===== src/rtl/core/wmd_pkg.sv =====
package wmd_pkg;

  // Window geometry
  localparam int WINDOW = 9;
  localparam int PATHS  = 4;
  localparam int KINDS  = 3;
  localparam int DIST_W = 24;
  localparam int PATH_W = 2;

  localparam int DEPTH  = PATHS * WINDOW;
  localparam int ADDR_W = (DEPTH > 1) ? $clog2(DEPTH) : 1;
  localparam int SLOT_W = (WINDOW > 1) ? $clog2(WINDOW) : 1;
  localparam int CNT_W  = $clog2(WINDOW + 1);
  localparam int PCMP_W = PATH_W + 1;

  // Item kind codes
  localparam logic KIND_STORE = 1'b0;
  localparam logic KIND_QUERY = 1'b1;

  // Estimate lanes within a memory word
  localparam int K_IFFT  = 0;
  localparam int K_SLOPE = 1;
  localparam int K_RTT   = 2;

  typedef logic signed [DIST_W-1:0] dist_t;

  typedef struct packed {
    logic  ok;
    dist_t value;
  } entry_t;

  typedef entry_t [KINDS-1:0] word_t;

  typedef struct packed {
    logic clr;
    logic ins;
  } sort_ctrl_t;

  typedef enum logic [1:0] {
    ST_IDLE,
    ST_READ,
    ST_DRAIN,
    ST_MEDIAN
  } state_t;

  function automatic logic path_in_range(logic [PATH_W-1:0] p);
    return PCMP_W'(p) < PCMP_W'(PATHS);
  endfunction

  function automatic logic [ADDR_W-1:0] addr_of(logic [PATH_W-1:0] p,
                                                logic [CNT_W-1:0] slot);
    return ADDR_W'(p) * ADDR_W'(WINDOW) + ADDR_W'(slot);
  endfunction

endpackage


===== src/rtl/core/wmd_ring_mem.sv =====
module wmd_ring_mem (
  input  logic                        clk,
  input  logic                        rst,
  input  logic                        we,
  input  logic [wmd_pkg::ADDR_W-1:0]  waddr,
  input  wmd_pkg::word_t              wdata,
  input  logic                        re,
  input  logic [wmd_pkg::ADDR_W-1:0]  raddr,
  output wmd_pkg::word_t              rdata
);
  import wmd_pkg::*;

  word_t             mem [DEPTH];
  logic [DEPTH-1:0]  written;
  word_t             rd_word;
  logic              rd_hit;
  word_t             reset_word;

  // Entries never written read back as zero, flagged valid
  always_comb begin
    for (int k = 0; k < KINDS; k++) begin
      reset_word[k].ok    = 1'b1;
      reset_word[k].value = '0;
    end
  end

  // Per-entry written flags, cleared at reset
  always_ff @(posedge clk) begin
    if (rst) begin
      written <= '0;
    end else if (we) begin
      written[waddr] <= 1'b1;
    end
  end

  // Storage array
  always_ff @(posedge clk) begin
    if (we) begin
      mem[waddr] <= wdata;
    end
  end

  // Registered read port
  always_ff @(posedge clk) begin
    if (re) begin
      rd_word <= mem[raddr];
      rd_hit  <= written[raddr];
    end
  end

  assign rdata = rd_hit ? rd_word : reset_word;

endmodule


===== config.mk =====
export PLATFORM = sky130hd
export DESIGN_NAME = wmd_ring_mem
export DESIGN_NICKNAME = d
export VERILOG_FILES = /design/src/rtl/core/wmd_pkg.sv /design/src/rtl/core/wmd_ring_mem.sv
export SDC_FILE = /design/constraint.sdc
export NUM_CORES = 2
export LEC_CHECK = 0
export BUFFER_PORTS_ARGS = -buffer_cell sky130_fd_sc_hd__buf_2
export CAP_MARGIN = 25
export CORE_MARGIN = 2
export CORE_UTILIZATION = 45
export DETAILED_ROUTE_END_ITERATION = 12
export PLACE_DENSITY = 0.65
export SYNTH_ARGS = -nofsm -noshare
export SYNTH_HDL_FRONTEND = slang
export SYNTH_SLANG_ARGS = --single-unit

===== constraint.sdc =====
create_clock -name clk -period 6.1 [get_ports clk]
set_input_delay 1.22 -clock clk [delete_from_list [all_inputs] [get_ports clk]]
set_output_delay 1.22 -clock clk [all_outputs]
set_load 0.02 [all_outputs]

# --- After elaboration in Yosys (flattened, before gate mapping) ---
# Memory sizes are Yosys's and may differ from the RTL's. A register that Yosys moved wholly into a read port is not among the register bits.
# Index checks and enable logic that the tools add are counted.
totals:
  reg_bits: 37
  latch_bits: 0
  ram_bits: 2700
  romBits: 0
  input_bits: 91
  out_inout_bits: 75
  wordCells: 15
  memories: 1
op_classes:
  addsub: 0
  n_mul: 0
  n_div: 0
  n_lt_le_gt_ge: 3
  eq_ne: 0
  shifts: 0
  muxes: 7
  n_bitwise: 1
  reduce_logical: 1
mem_list:
  columns: ["memory", "depth", "word_bits", "rd", "rd_ports_with_merged_regs", "wr", "line_no", "source"]
  rows:
  - ["mem", 36, 75, 1, 1, 1, "wmd_ring_mem.sv:13", "word_t mem [DEPTH];"]
ops:
  columns: ["operator", "n"]
  rows:
  - ["two-way mux 75 bit", 1]
  - ["OR 36 bit", 1]
  - ["< comparator 6 x 7 -> 1 bit (second input constant)", 2]
  - ["binary-select mux 1 bit (select 6 bit)", 1]
  - ["demux 1 bit (select 6 bit)", 1]
  - ["greater-or-equal comparator 6 x 1 -> 1 bit (second input constant)", 1]
  - ["two-way mux 1 bit", 4]
  - ["logical AND 1 bit", 1]

# --- Longest topological paths before layout ---
depth:
  ltp_word: 5
  mapped_depth: 9
  ltp_nobuf: 4

# --- Worst setup path after synthesis ---
# Ideal clock, no wire load.
synth_timing:
  path_kind: "input to register"
  from: "input port waddr[4] (netlist bit)"
  to: "memory mem[0][0] (netlist bit) (enable)"
  setup_ns: 0.510
  arrival_time_ns: 5.236
  required_time_ns: 5.590
  path_slack_ns: 0.354
  stages: 3
  path_buffers: 1
  path_cell_list: "or4b_2 > clkbuf_1 > nor2_1"
synth_lines:
  columns: ["item", "line_no", "source"]
  rows:
  - ["start: declaration", "wmd_ring_mem.sv:5", "input logic [wmd_pkg::ADDR_W-1:0] waddr,"]
  - ["end: declaration", "wmd_ring_mem.sv:13", null]
# Straight into the memory's write port.

==> impl_metrics.yaml <==
setup_path:
  critPathKind: "reg -> out"
  path_max_fanout: 57
  endpoint_kind: "output port"
  slowest_stage: "edfxtp_1"
  start_kind: "register"
  r2r_cells: 4
  required_ps: 4880
  crit_chain: "buf_12, and2_1, buf_2"
  slowest_delay_ps: 950
  critical_path_arrival_ps: 2760
yosys:
  synth_cell_type_count: 53
  syn_area_per_cell_um2: 21.6
  syn_nets: 5050
  synth_flop_cell: "edfxtp_1"
  seq_area_frac_synth_pct: 78.4
  syn-instance-count: 4959
  yosysWarnings: 0
  synth_top_area_share_pct: 77.7
  ys_ff_latch: 2812
  synthesis.area_um2: 107000
  synth.largest_area_cell: "edfxtp_1"
  synth_edf_count: 2776
  synth_area_leaders: "edfxtp_1, mux4_2, mux2i_1, a22oi_1, dfxtp_1"
  async_flop_share_pct: 0
place:
  dp.cells: 8155
  place_ws_ps: 1740
  port-buffer-count: 165
  hpwl_um: 142000
  gp_congestion: 0.779
die:
  initial_core_util_pct: 45.2
  dieArea_um2: 242000
  fp.dieH_um: 492
  rows: 179
  core_area_um2: 237000
  pin_count: 166
  fp.dieW_um: 492
grt:
  grt_pass1_vias: 52600
  gr-usage-all-layers_pct: 22.2
  grt_max_degree: 107
  grt_pass1_wl_um: 386000
  grt_overflow: 0
  grt_antenna_before_repair: 24
power_and_ir_drop:
  p_leak_nw: 39.1
  swShare_pct: 20.7
  p_seq_share_pct: 53.2
  pwr-share-clk_pct: 42.4
  peakVddDrop_v: 0.000204
  switchingPower_mw: 8.36
  p_comb_share_pct: 4.5
  power_density_nw_per_um2: 332
  power_mw: 40.4
  power.internal_mw: 32.1
cts:
  clockRootBuffer: "clkbuf_16"
  cts_resized: 0
  clk_latency_ps: 950
  clockBufferDepth: 4
  h-tree-depth: 5
  clk_pin_slew_ps: 60
  cts_hold_buf: 0
  cts_setup_buffers: 0
  numCtsBuffers: 299
  cts_sinks: 2812
  cts_tree: "yes"
routing:
  drt_iter0_markers: 6122
  detailroute.via_count: 52436
  top_layer: "met5"
  viasPerCell: 6.04
  wirelength_met1_um: 108000
  wl_um: 270000
  wl_per_cell_um: 31.1
  drc: 0
  firstDrtPassIters: 5
  met2_length_um: 134000
  met3_length_um: 20200
  ant_nets: 0
final_layout:
  syn_to_final_growth_pct: 13.5
  num-nets-final: 5382
  final_layout_size_suffix_gt1_share_pct: 23.1
  final_cells: 8678
sta:
  setup_slack_ps: 2120
  setup_viol: 0
  report.final.slew_viol_count: 0
  tightest_slew_ps: 1150
  slew_headroom_pct: 23.7
  tns_ps: 0
  period_share_pct: 65.3
  hold_viol_final: 0
  finalClockSkew_ps: 48.2
  rsz0062_at_grt: "no"
  hold-worst-slack_ps: 467
  fin_crit_ps: 3980
  fmax_ghz: 0.251
min_path:
  whs_path_depth: 2
  hp-class: "reg -> reg"
job:
  drv_cap: 0
run_status:
  status: "completed"
layout by cell type, fill, tap and decap left out, types with 8 or more instances in the layout:
cell type,count
a22oi_1,127
nand2_1,55
dfxtp_1,36
nor2_4,38
and3_1,29
clkinv_1,66
diode_2,13
nor2_1,132
a221oi_1,53
buf_12,50
a211oi_1,42
inv_1,9
a22o_1,21
and2_1,74
buf_2,160
buf_4,94
clkinv_2,36
clkbuf_1,64
nor2b_1,67
mux4_2,496
or4_1,21
mux2i_1,427
a21oi_1,32
o21ai_0,48
clkbuf_16,307
bufinv_16,20
a211o_1,24
edfxtp_1,2776
o41ai_2,21
o22ai_1,74
a32o_1,20
clkinvlp_4,8
logic make-up (layout without fill, tap and decap cells):
logic type | Yosys count | count (layout) | synth area share, %
compound gates | 467 | 467 | 3.33
buf+inv | 290 | 829 | 1.54
flops | 2812 | 2812 | 78.4
mux | 923 | 923 | 14.4
other cells | 0 | 13 | 0
simple gates | 467 | 467 | 2.31
worst paths after layout:
path | start | end | slack (ps)
worst max-delay path | rd_hit$_DFFE_PP_ | rdata[23] | 2120
worst min-delay path | written[10]$_SDFFE_PP0P_ | written[10]$_SDFFE_PP0P_ | 470
worst max register to register | mem[15][65]$_DFFE_PP_ | rd_word[65]$_DFFE_PP_ | 4240
worst min register to register | written[10]$_SDFFE_PP0P_ | written[10]$_SDFFE_PP0P_ | 470
metrics by stage:
stage	utilization (%)	instance area, um^2
after global placement	47.4	112000
after global routing	51.2	122000
final	51.2	122000
after floorplan	-	107000
after CTS	51.2	122000
after detailed placement	47.4	112000
cell usage after synthesis (all sizes together) (10+ instances only):
cell / number
inv: 10
and3: 29
and2: 75
nand2: 55
nor2b: 71
buf: 189
a22o: 21
o41ai: 21
a32o: 20
or4: 22
a211o: 24
o21ai: 49
a221oi: 53
clkbuf: 91
dfxtp: 36
o22ai: 74
a21oi: 32
a211oi: 42
a22oi: 127
mux4: 496
nor2: 171
mux2i: 427
edfxtp: 2776
state kept, by name, indices dropped and copies added, names as in the netlist:
register	count
mem	2700
rd_word	75
rd_hit	1
written	36
per-layer routing:
layer | vias up | global-route usage, %
met5 | - | 0
met4 | 10 | 6.84
met3 | 436 | 3.30
met2 | 2308 | 36.4
met1 | 28261 | 30.8
li1 | 21421 | -
power by group through the flow:
stage,clock network [mW],registers [mW],logic [mW]
floorplan,0,21.9,1.07
global placement,0,21.9,1.78
detailed placement,0,21.9,1.82
CTS,17.4,21.5,1.82
global route,18.1,21.5,1.92
finish,17.1,21.5,1.80
cell type report:
cell class,count,area [um^2]
inverters,10,37.5
multi-input cells,1857,21900
well taps,3167,3960
clock buffers,371,7920
fillers,18585,116000
clock inverters,137,1160
diodes,13,32.5
repair buffers,311,2600
flip-flops and latches,2812,84100
critical path: cells and delay by family, from the launching register on:
family / cells / cell delay [ps]
buf+inv: 2 / 610
flops: 1 / 950
simple gates: 1 / 260
Power figures use the tool's default switching activity.
