--- config.mk ---
export PLATFORM = sky130hd
export DESIGN_NAME = wmd_median_sort
export DESIGN_NICKNAME = d
export VERILOG_FILES = /design/src/rtl/core/wmd_pkg.sv /design/src/rtl/core/wmd_median_sort.sv
export SDC_FILE = /design/constraint.sdc
export NUM_CORES = 1
export LEC_CHECK = 0
export ABC_AREA = 1
export BUFFER_PORTS_ARGS = -buffer_cell sky130_fd_sc_hd__buf_2
export CORE_UTILIZATION = 50
export DETAILED_ROUTE_END_ITERATION = 12
export GPL_TIMING_DRIVEN = 0
export HOLD_SLACK_MARGIN = 0.1
export PLACE_DENSITY = 0.79
export SLEW_MARGIN = 20
export SYNTH_ARGS = -nofsm -noshare
export SYNTH_HDL_FRONTEND = slang
export SYNTH_SLANG_ARGS = --single-unit
--- constraint.sdc ---
create_clock -name clk -period 4.16 [get_ports clk]
set_clock_uncertainty 0.15 [all_clocks]
set_input_delay 0.624 -clock clk [delete_from_list [all_inputs] [get_ports clk]]
set_output_delay 0.624 -clock clk [all_outputs]
set_load 0.01 [all_outputs]
--- src/rtl/core/wmd_pkg.sv ---
package wmd_pkg;

  // Window geometry
  localparam int WINDOW = 9;
  localparam int PATHS  = 4;
  localparam int KINDS  = 3;
  localparam int DIST_W = 24;
  localparam int PATH_W = 2;

  localparam int DEPTH  = PATHS * WINDOW;
  localparam int ADDR_W = (DEPTH > 1) ? $clog2(DEPTH) : 1;
  localparam int SLOT_W = (WINDOW > 1) ? $clog2(WINDOW) : 1;
  localparam int CNT_W  = $clog2(WINDOW + 1);
  localparam int PCMP_W = PATH_W + 1;

  // Item kind codes
  localparam logic KIND_STORE = 1'b0;
  localparam logic KIND_QUERY = 1'b1;

  // Estimate lanes within a memory word
  localparam int K_IFFT  = 0;
  localparam int K_SLOPE = 1;
  localparam int K_RTT   = 2;

  typedef logic signed [DIST_W-1:0] dist_t;

  typedef struct packed {
    logic  ok;
    dist_t value;
  } entry_t;

  typedef entry_t [KINDS-1:0] word_t;

  typedef struct packed {
    logic clr;
    logic ins;
  } sort_ctrl_t;

  typedef enum logic [1:0] {
    ST_IDLE,
    ST_READ,
    ST_DRAIN,
    ST_MEDIAN
  } state_t;

  function automatic logic path_in_range(logic [PATH_W-1:0] p);
    return PCMP_W'(p) < PCMP_W'(PATHS);
  endfunction

  function automatic logic [ADDR_W-1:0] addr_of(logic [PATH_W-1:0] p,
                                                logic [CNT_W-1:0] slot);
    return ADDR_W'(p) * ADDR_W'(WINDOW) + ADDR_W'(slot);
  endfunction

endpackage

--- src/rtl/core/wmd_median_sort.sv ---
module wmd_median_sort (
  input  logic                 clk,
  input  logic                 rst,
  input  wmd_pkg::sort_ctrl_t  ctrl,
  input  wmd_pkg::dist_t       din,
  output wmd_pkg::dist_t       median,
  output logic                 present
);
  import wmd_pkg::*;

  dist_t              vals [WINDOW];
  dist_t              vals_next [WINDOW];
  logic [CNT_W-1:0]   n;
  logic [WINDOW-1:0]  keep;
  logic [CNT_W-1:0]   lo_idx;
  logic [CNT_W-1:0]   hi_idx;
  logic signed [DIST_W:0] pair_sum;

  // Sorted list: entries at or below the new value stay, the rest shift up
  always_comb begin
    for (int i = 0; i < WINDOW; i++) begin
      keep[i] = (CNT_W'(i) < n) && (vals[i] <= din);
    end
    for (int i = 0; i < WINDOW; i++) begin
      if (keep[i]) begin
        vals_next[i] = vals[i];
      end else if (i == 0) begin
        vals_next[i] = din;
      end else if (keep[(i > 0) ? i - 1 : 0]) begin
        vals_next[i] = din;
      end else begin
        vals_next[i] = vals[(i > 0) ? i - 1 : 0];
      end
    end
  end

  always_ff @(posedge clk) begin
    if (rst || ctrl.clr) begin
      n <= '0;
    end else if (ctrl.ins) begin
      n <= n + CNT_W'(1);
    end
  end

  always_ff @(posedge clk) begin
    if (ctrl.ins) begin
      vals <= vals_next;
    end
  end

  // Middle pair; for an odd count both pick the same entry
  assign lo_idx   = (n - CNT_W'(1)) >> 1;
  assign hi_idx   = n >> 1;
  assign pair_sum = {vals[lo_idx[SLOT_W-1:0]][DIST_W-1], vals[lo_idx[SLOT_W-1:0]]}
                  + {vals[hi_idx[SLOT_W-1:0]][DIST_W-1], vals[hi_idx[SLOT_W-1:0]]};

  assign present = (n != '0);
  assign median  = present ? dist_t'(pair_sum[DIST_W:1]) : '0;

endmodule

Yosys cells after proc, flatten, opt, wreduce, memory -nomap -nowiden
Index checks and enable logic that the tools add are counted.

word-level totals
  register bits = 220
  input bits = 28
  output and inout bits = 25
  logic and storage cells = 79

cells by class
  add/subtract/negate cells = 3
  order comparisons = 20
  muxes and demuxes = 15
  bitwise logic cells = 11
  reductions and logical operators = 20

operators by type and width
  cell                 number
  $mux 24              13
  $le 24x24->1         9
  $bmux 24 s4          2
  $add 24x24->25       1
  $reduce_and 2->1     9
  $lt 3x4->1 const A   4
  $ge 5x5->1 const B   2
  $not 3->5            2
  $logic_and 1x1->1    9
  $not 1->1            9
  $lt 1x4->1 const A   2
  $lt 2x4->1 const A   2
  $add 4x1->4 const B  1
  $lt 4x4->1 const A   1
  $reduce_bool 4->1    1
  $sub 4x1->4 const B  1
  $logic_or 1x1->1     1

Logic depth before layout (Yosys ltp)
  depth in word-level cells = 7
  mapped depth = 25
  gate-level depth less buffers = 21

Least setup slack after synthesis
Ideal clock, no wire load.

  kind = register to output
  from = register n[1]
  to = output median[16]
  arrival = 3.704 ns
  required time = 3.386 ns
  path slack = -0.318 ns
  stages on the path, launching flop included = 22
  buffers on the path = 5
  cell sequence = dfxtp_1 > buf_6 > inv_2 > buf_2 > buf_1 > ha_1 > inv_2 > clkbuf_1 > clkbuf_1 > nand2_1 > nand3_1 > nand3_1 > o31ai_1 > ha_1 > a21oi_1 > nor2_1 > nor2_1 > o21ai_0 > a21oi_1 > nand2_1 > nand2_1 > nor3b_1

on the way
  word-level cells in the longest chain between the ends = 7
  elaborated cells on any way between the ends = 12
  classes of those cells = add/sub: 2; mux: 7; bitwise: 2; reduce/logical: 1

RTL lines
  element                                      line                   text
  start: declaration                           wmd_median_sort.sv:13  logic [CNT_W-1:0] n;
  start signal: assignment                     wmd_median_sort.sv:41  n <= n + CNT_W'(1);
  $sub 4x1->4                                  wmd_median_sort.sv:52  assign lo_idx = (n - CNT_W'(1)) >> 1;
  $not 3->5 (implied by the code)              wmd_median_sort.sv:54  assign pair_sum = {vals[lo_idx[SLOT_W-1:0]][DIST_W-1], vals[lo_idx[SLOT_W-1:0]]}
  $bmux 24 s4                                  wmd_median_sort.sv:54
  $mux 24 (implied by the code) (2 in series)  wmd_median_sort.sv:54
  $add 24x24->25                               wmd_median_sort.sv:55  + {vals[hi_idx[SLOT_W-1:0]][DIST_W-1], vals[hi_idx[SLOT_W-1:0]]};
  $mux 24 (*)                                  wmd_median_sort.sv:58  assign median = present ? dist_t'(pair_sum[DIST_W:1]) : '0;
  end: declaration                             wmd_median_sort.sv:6   output wmd_pkg::dist_t median,

Mark *: on every way between the ends. The rest lies on a longest branch, timed or not. The select of a mux whose other input is x is not followed.

Worst setup path in the final report
  from = register n[1]
  to = output median[13]

Same word-level chain as after synthesis.

==> impl_metrics.py <==
metrics = {
    "critical_path": {
        "reg2regPathDepth": 10,
        "crit_arrival_ns": 4.20,
        "critPathBufInv": 10,
        "required_ns": 3.39,
        "r2r-start": "vals[215]$_DFFE_PP_",
        "critPathMostFrequentCell": "buf_12",
        "critPathMaxStageDelay_ns": 0.39,
        "crit_family": "buffers and inverters",
        "startpoint_type": "flip-flop",
        "crit_chain": "inv_8, buf_8, buf_12, ha_4, buf_12, buf_12, buf_4, buf_12, a211oi_2, o31ai_4, ha_4, a21oi_2, nand2_2, a21oi_4, inv_2, nand2_1, o211ai_1, buf_4, o21ai_0, a21oi_1, buf_2",
        "crit_path_end_kind": "output port",
        "crit_slowest_cell": "dfxtp_4",
        "path_max_fanout": 10,
        "r2r_setup_slack_ns": 0.74,
        "worstSetupPathType": "reg2out",
        "rr_endpoint": "vals[192]$_DFFE_PP_",
    },
    "place": {
        "gp_congestion": 1.00,
        "place_ws_ns": -1.52,
        "place.port_buffers": 52,
        "placed_area_um2": 19000,
        "place_hpwl_um": 55400,
    },
    "clocking": {
        "hold_buffers": 0,
        "clockBufferDepth": 2,
        "clock_latency_ns": 0.47,
        "cts.clk_slew.worst_paths_ns": 0.07,
        "cts_tree": "done",
        "cts_made_buffers": 17,
        "cts_sinks": 196,
        "cts_root_buf": "clkbuf_16",
        "htree_num_levels": 4,
    },
    "power_and_ir_drop": {
        "clockPowerShare_pct": 23.2,
        "max-vdd-ir-drop_uv": 317,
        "leakagePower_nw": 9.60,
        "p_seq_share_pct": 36.0,
        "power_density_nw_per_um2": 330,
        "p_sw_w": 0.00272,
        "internal_power_w": 0.00429,
        "pwr-share-comb_pct": 40.7,
        "swShare_pct": 38.8,
    },
    "logic_synthesis": {
        "synth_top_area_cell": "edfxtp_1",
        "synth_warnings": 0,
        "synth_cell_type_count": 46,
        "synth-edff-count": 192,
        "syn-num-nets": 2676,
        "yosysSeqAreaShare_pct": 32.7,
        "synth_seq_cells": 196,
        "ys_top_cells_by_area": "edfxtp_1, ha_1, nand2_1",
        "postSynthAreaPerCell_um2": 7.37,
        "synthArstFlopShare_pct": 0,
        "synthCells": 2429,
        "syn_area_um2": 17900,
        "synth_top_area_share_pct": 32.2,
        "ys.flop_type": "edfxtp_1",
    },
    "final_layout": {
        "fillers": 3101,
        "final_nets": 2814,
        "layout-drive-gt1-share_pct": 18.1,
        "antenna_cells": 0,
        "area_delta_synth_final_pct": 18.8,
        "stdcell_area_um2": 21300,
    },
    "global_routing": {
        "overflow": 0,
        "grt_pass1_wl_um": 102000,
        "grt_usage_pct": 38.0,
        "antenna_found_initial": 0,
        "grt_pass1_vias": 17700,
        "grt_max_degree": 25,
    },
    "floorplanning": {
        "die_w_um": 191,
        "core_area_um2": 34900,
        "io_pins": 53,
        "die_h_um": 191,
        "dieArea_um2": 36600,
        "initial_core_util_pct": 51.3,
        "num_rows": 68,
    },
    "route": {
        "ant_nets": 0,
        "vias": 19100,
        "wire_per_inst_um": 23.0,
        "viasPerCell": 6.28,
        "drt_iter0_markers": 2476,
        "first_pass_iters": 7,
        "drc_errors": 0,
        "wirelength_um": 69900,
    },
    "timing": {
        "period_share_pct": 120,
        "rsz0062_at_grt": "true",
        "finalCriticalPeriod_ns": 4.97,
        "max_freq_ghz": 0.201,
        "max_slew.worst_pin.slew_ns": 0.974,
        "slew_viol_final": 0,
        "maxSlewHeadroom_pct": 34.6,
        "hold_viol_final": 0,
        "holdWs_ns": 0.191,
        "finalWorstSetupSlack_ns": -0.815,
        "finalSetupViolCount": 22,
    },
    "worst_hold_path": {
        "hold_path.class": "in2reg",
        "hold_depth": 1,
        "hold_path_startpoint": "din[3]",
        "min_to": "vals[195]$_DFFE_PP_",
    },
    "outcome": {
        "violations": "negative setup slack",
        "status": "finished, violations left",
    },
    "flow_run": {
        "maxCapViolations": 0,
    },
}
## registers in the layout (all words and copies together), names as in the netlist
| register | cells |
|---|---|
| n | 4 |
| vals | 192 |
## worst reg2reg max path: stages, from the launching register on
cell and delay (ns):
edfxtp_1 0.52, ha_1 0.38, nand4_1 0.14, or2_1 0.32, nor2_1 0.19, nand2_1 0.16
nand4_1 0.13, nand3_2 0.22, buf_2 0.28, a21oi_4 0.41, buf_16 0.22
## cell families after synthesis
| group | count (synthesis) | share of synthesized area [%] |
|---|---|---|
| AO/OA/AOI/OAI | 505 | 16.0 |
| XOR/XNOR | 1 | 0.0489 |
| adder cells (fa/ha/maj) | 219 | 15.4 |
| buffers and inverters | 325 | 7.56 |
| multiplexers | 1 | 0.0559 |
| AND/OR/NAND/NOR | 1182 | 28.3 |
| flip-flops | 196 | 32.7 |
## routing by layer
layer / part of all wire, % / routed length [µm] / vias up / global-route usage (%)
met5: 0 / 0 / - / 0
met4: 5.3 / 3680 / 0 / 19.4
met3: 9.9 / 6900 / 228 / 5.91
met2: 45 / 31500 / 1217 / 60.8
met1: 40 / 27800 / 8907 / 49.6
li1: - / - / 8717 / -
## layout make-up
| cell class | count | area, µm² | share of cell area, % |
|---|---|---|---|
| Tap cell | 455 | 569 | 2.68 |
| Inverter | 189 | 729 | 3.43 |
| Clock inverter | 4 | 20.0 | 0.0941 |
| Clock buffer | 28 | 527 | 2.48 |
| Buffer | 128 | 840 | 3.95 |
| Multi-Input combinational cell | 1909 | 11700 | 55.1 |
| Timing Repair Buffer | 126 | 1020 | 4.78 |
| Sequential cell | 196 | 5850 | 27.5 |
## worst max path at each step
stage	to	slack [ns]	cells past startpoint	from
after floorplan	median[21]	0.03	23	n[1]$_SDFFE_PP0P_
after CTS	median[21]	-0.78	23	n[1]$_SDFFE_PP0P_
after detailed placement	median[21]	-1.52	23	n[1]$_SDFFE_PP0P_
final	median[13]	-0.81	21	n[1]$_SDFFE_PP0P_
after global routing	median[13]	-0.84	21	n[1]$_SDFFE_PP0P_
after global placement	vals[199]$_DFFE_PP_	-1.64	12	din[23]
## per-stage QoR
stage | util [%] | power (W) | instances | TNS [ns]
2_1_floorplan | - | 0.00393 | 2429 | 0
3_3_place_gp | 53.8 | 0.00457 | 2936 | -302.82
3_5_place_dp | 54.5 | 0.00467 | 2942 | -64.17
4_1_cts | 58.8 | 0.00657 | 3019 | -12.49
5_1_grt | 61.0 | 0.00729 | 3035 | -14.29
6_report | 61.0 | 0.00701 | 3035 | -12.55
## power groups by stage
stage,Sequential [W],Combinational [W],Clock (W)
after CTS,0.00251,0.00245,0.00161
after floorplan,0.00249,0.00144,0
after detailed placement,0.00255,0.00212,0
after global placement,0.00256,0.00202,0
after global routing,0.00254,0.00308,0.00168
final,0.00253,0.00285,0.00163
## layout by cell type (no fill, tap or decap), types with 47 or more instances in the layout
cell / count
buf_2: 74
o21ai_0: 141
o211ai_1: 63
inv_1: 161
nor2_1: 152
nand2_1: 636
ha_1: 204
a21oi_1: 140
buf_4: 70
edfxtp_1: 192
clkbuf_1: 47
nand3_1: 234
## cell usage after synthesis (all sizes together), types with 12 or more instances
master	n
a21oi	173
nand2	674
ha	218
nor2	174
nand3	250
or2	17
a211oi	13
inv	188
a31oi	22
o21ai	186
edfxtp	192
o21a	12
o211ai	63
buf	52
nand4	35
clkbuf	84
nor3	22
## timing repair
item | in CTS | in global routing
gates cloned | 4 | 1
setup endpoints to repair | 24 | 79
setup buffers | 41 | 24
gates resized for setup | 181 | 183
pin swaps | 53 | 54
(Power assumes the default switching activity.)
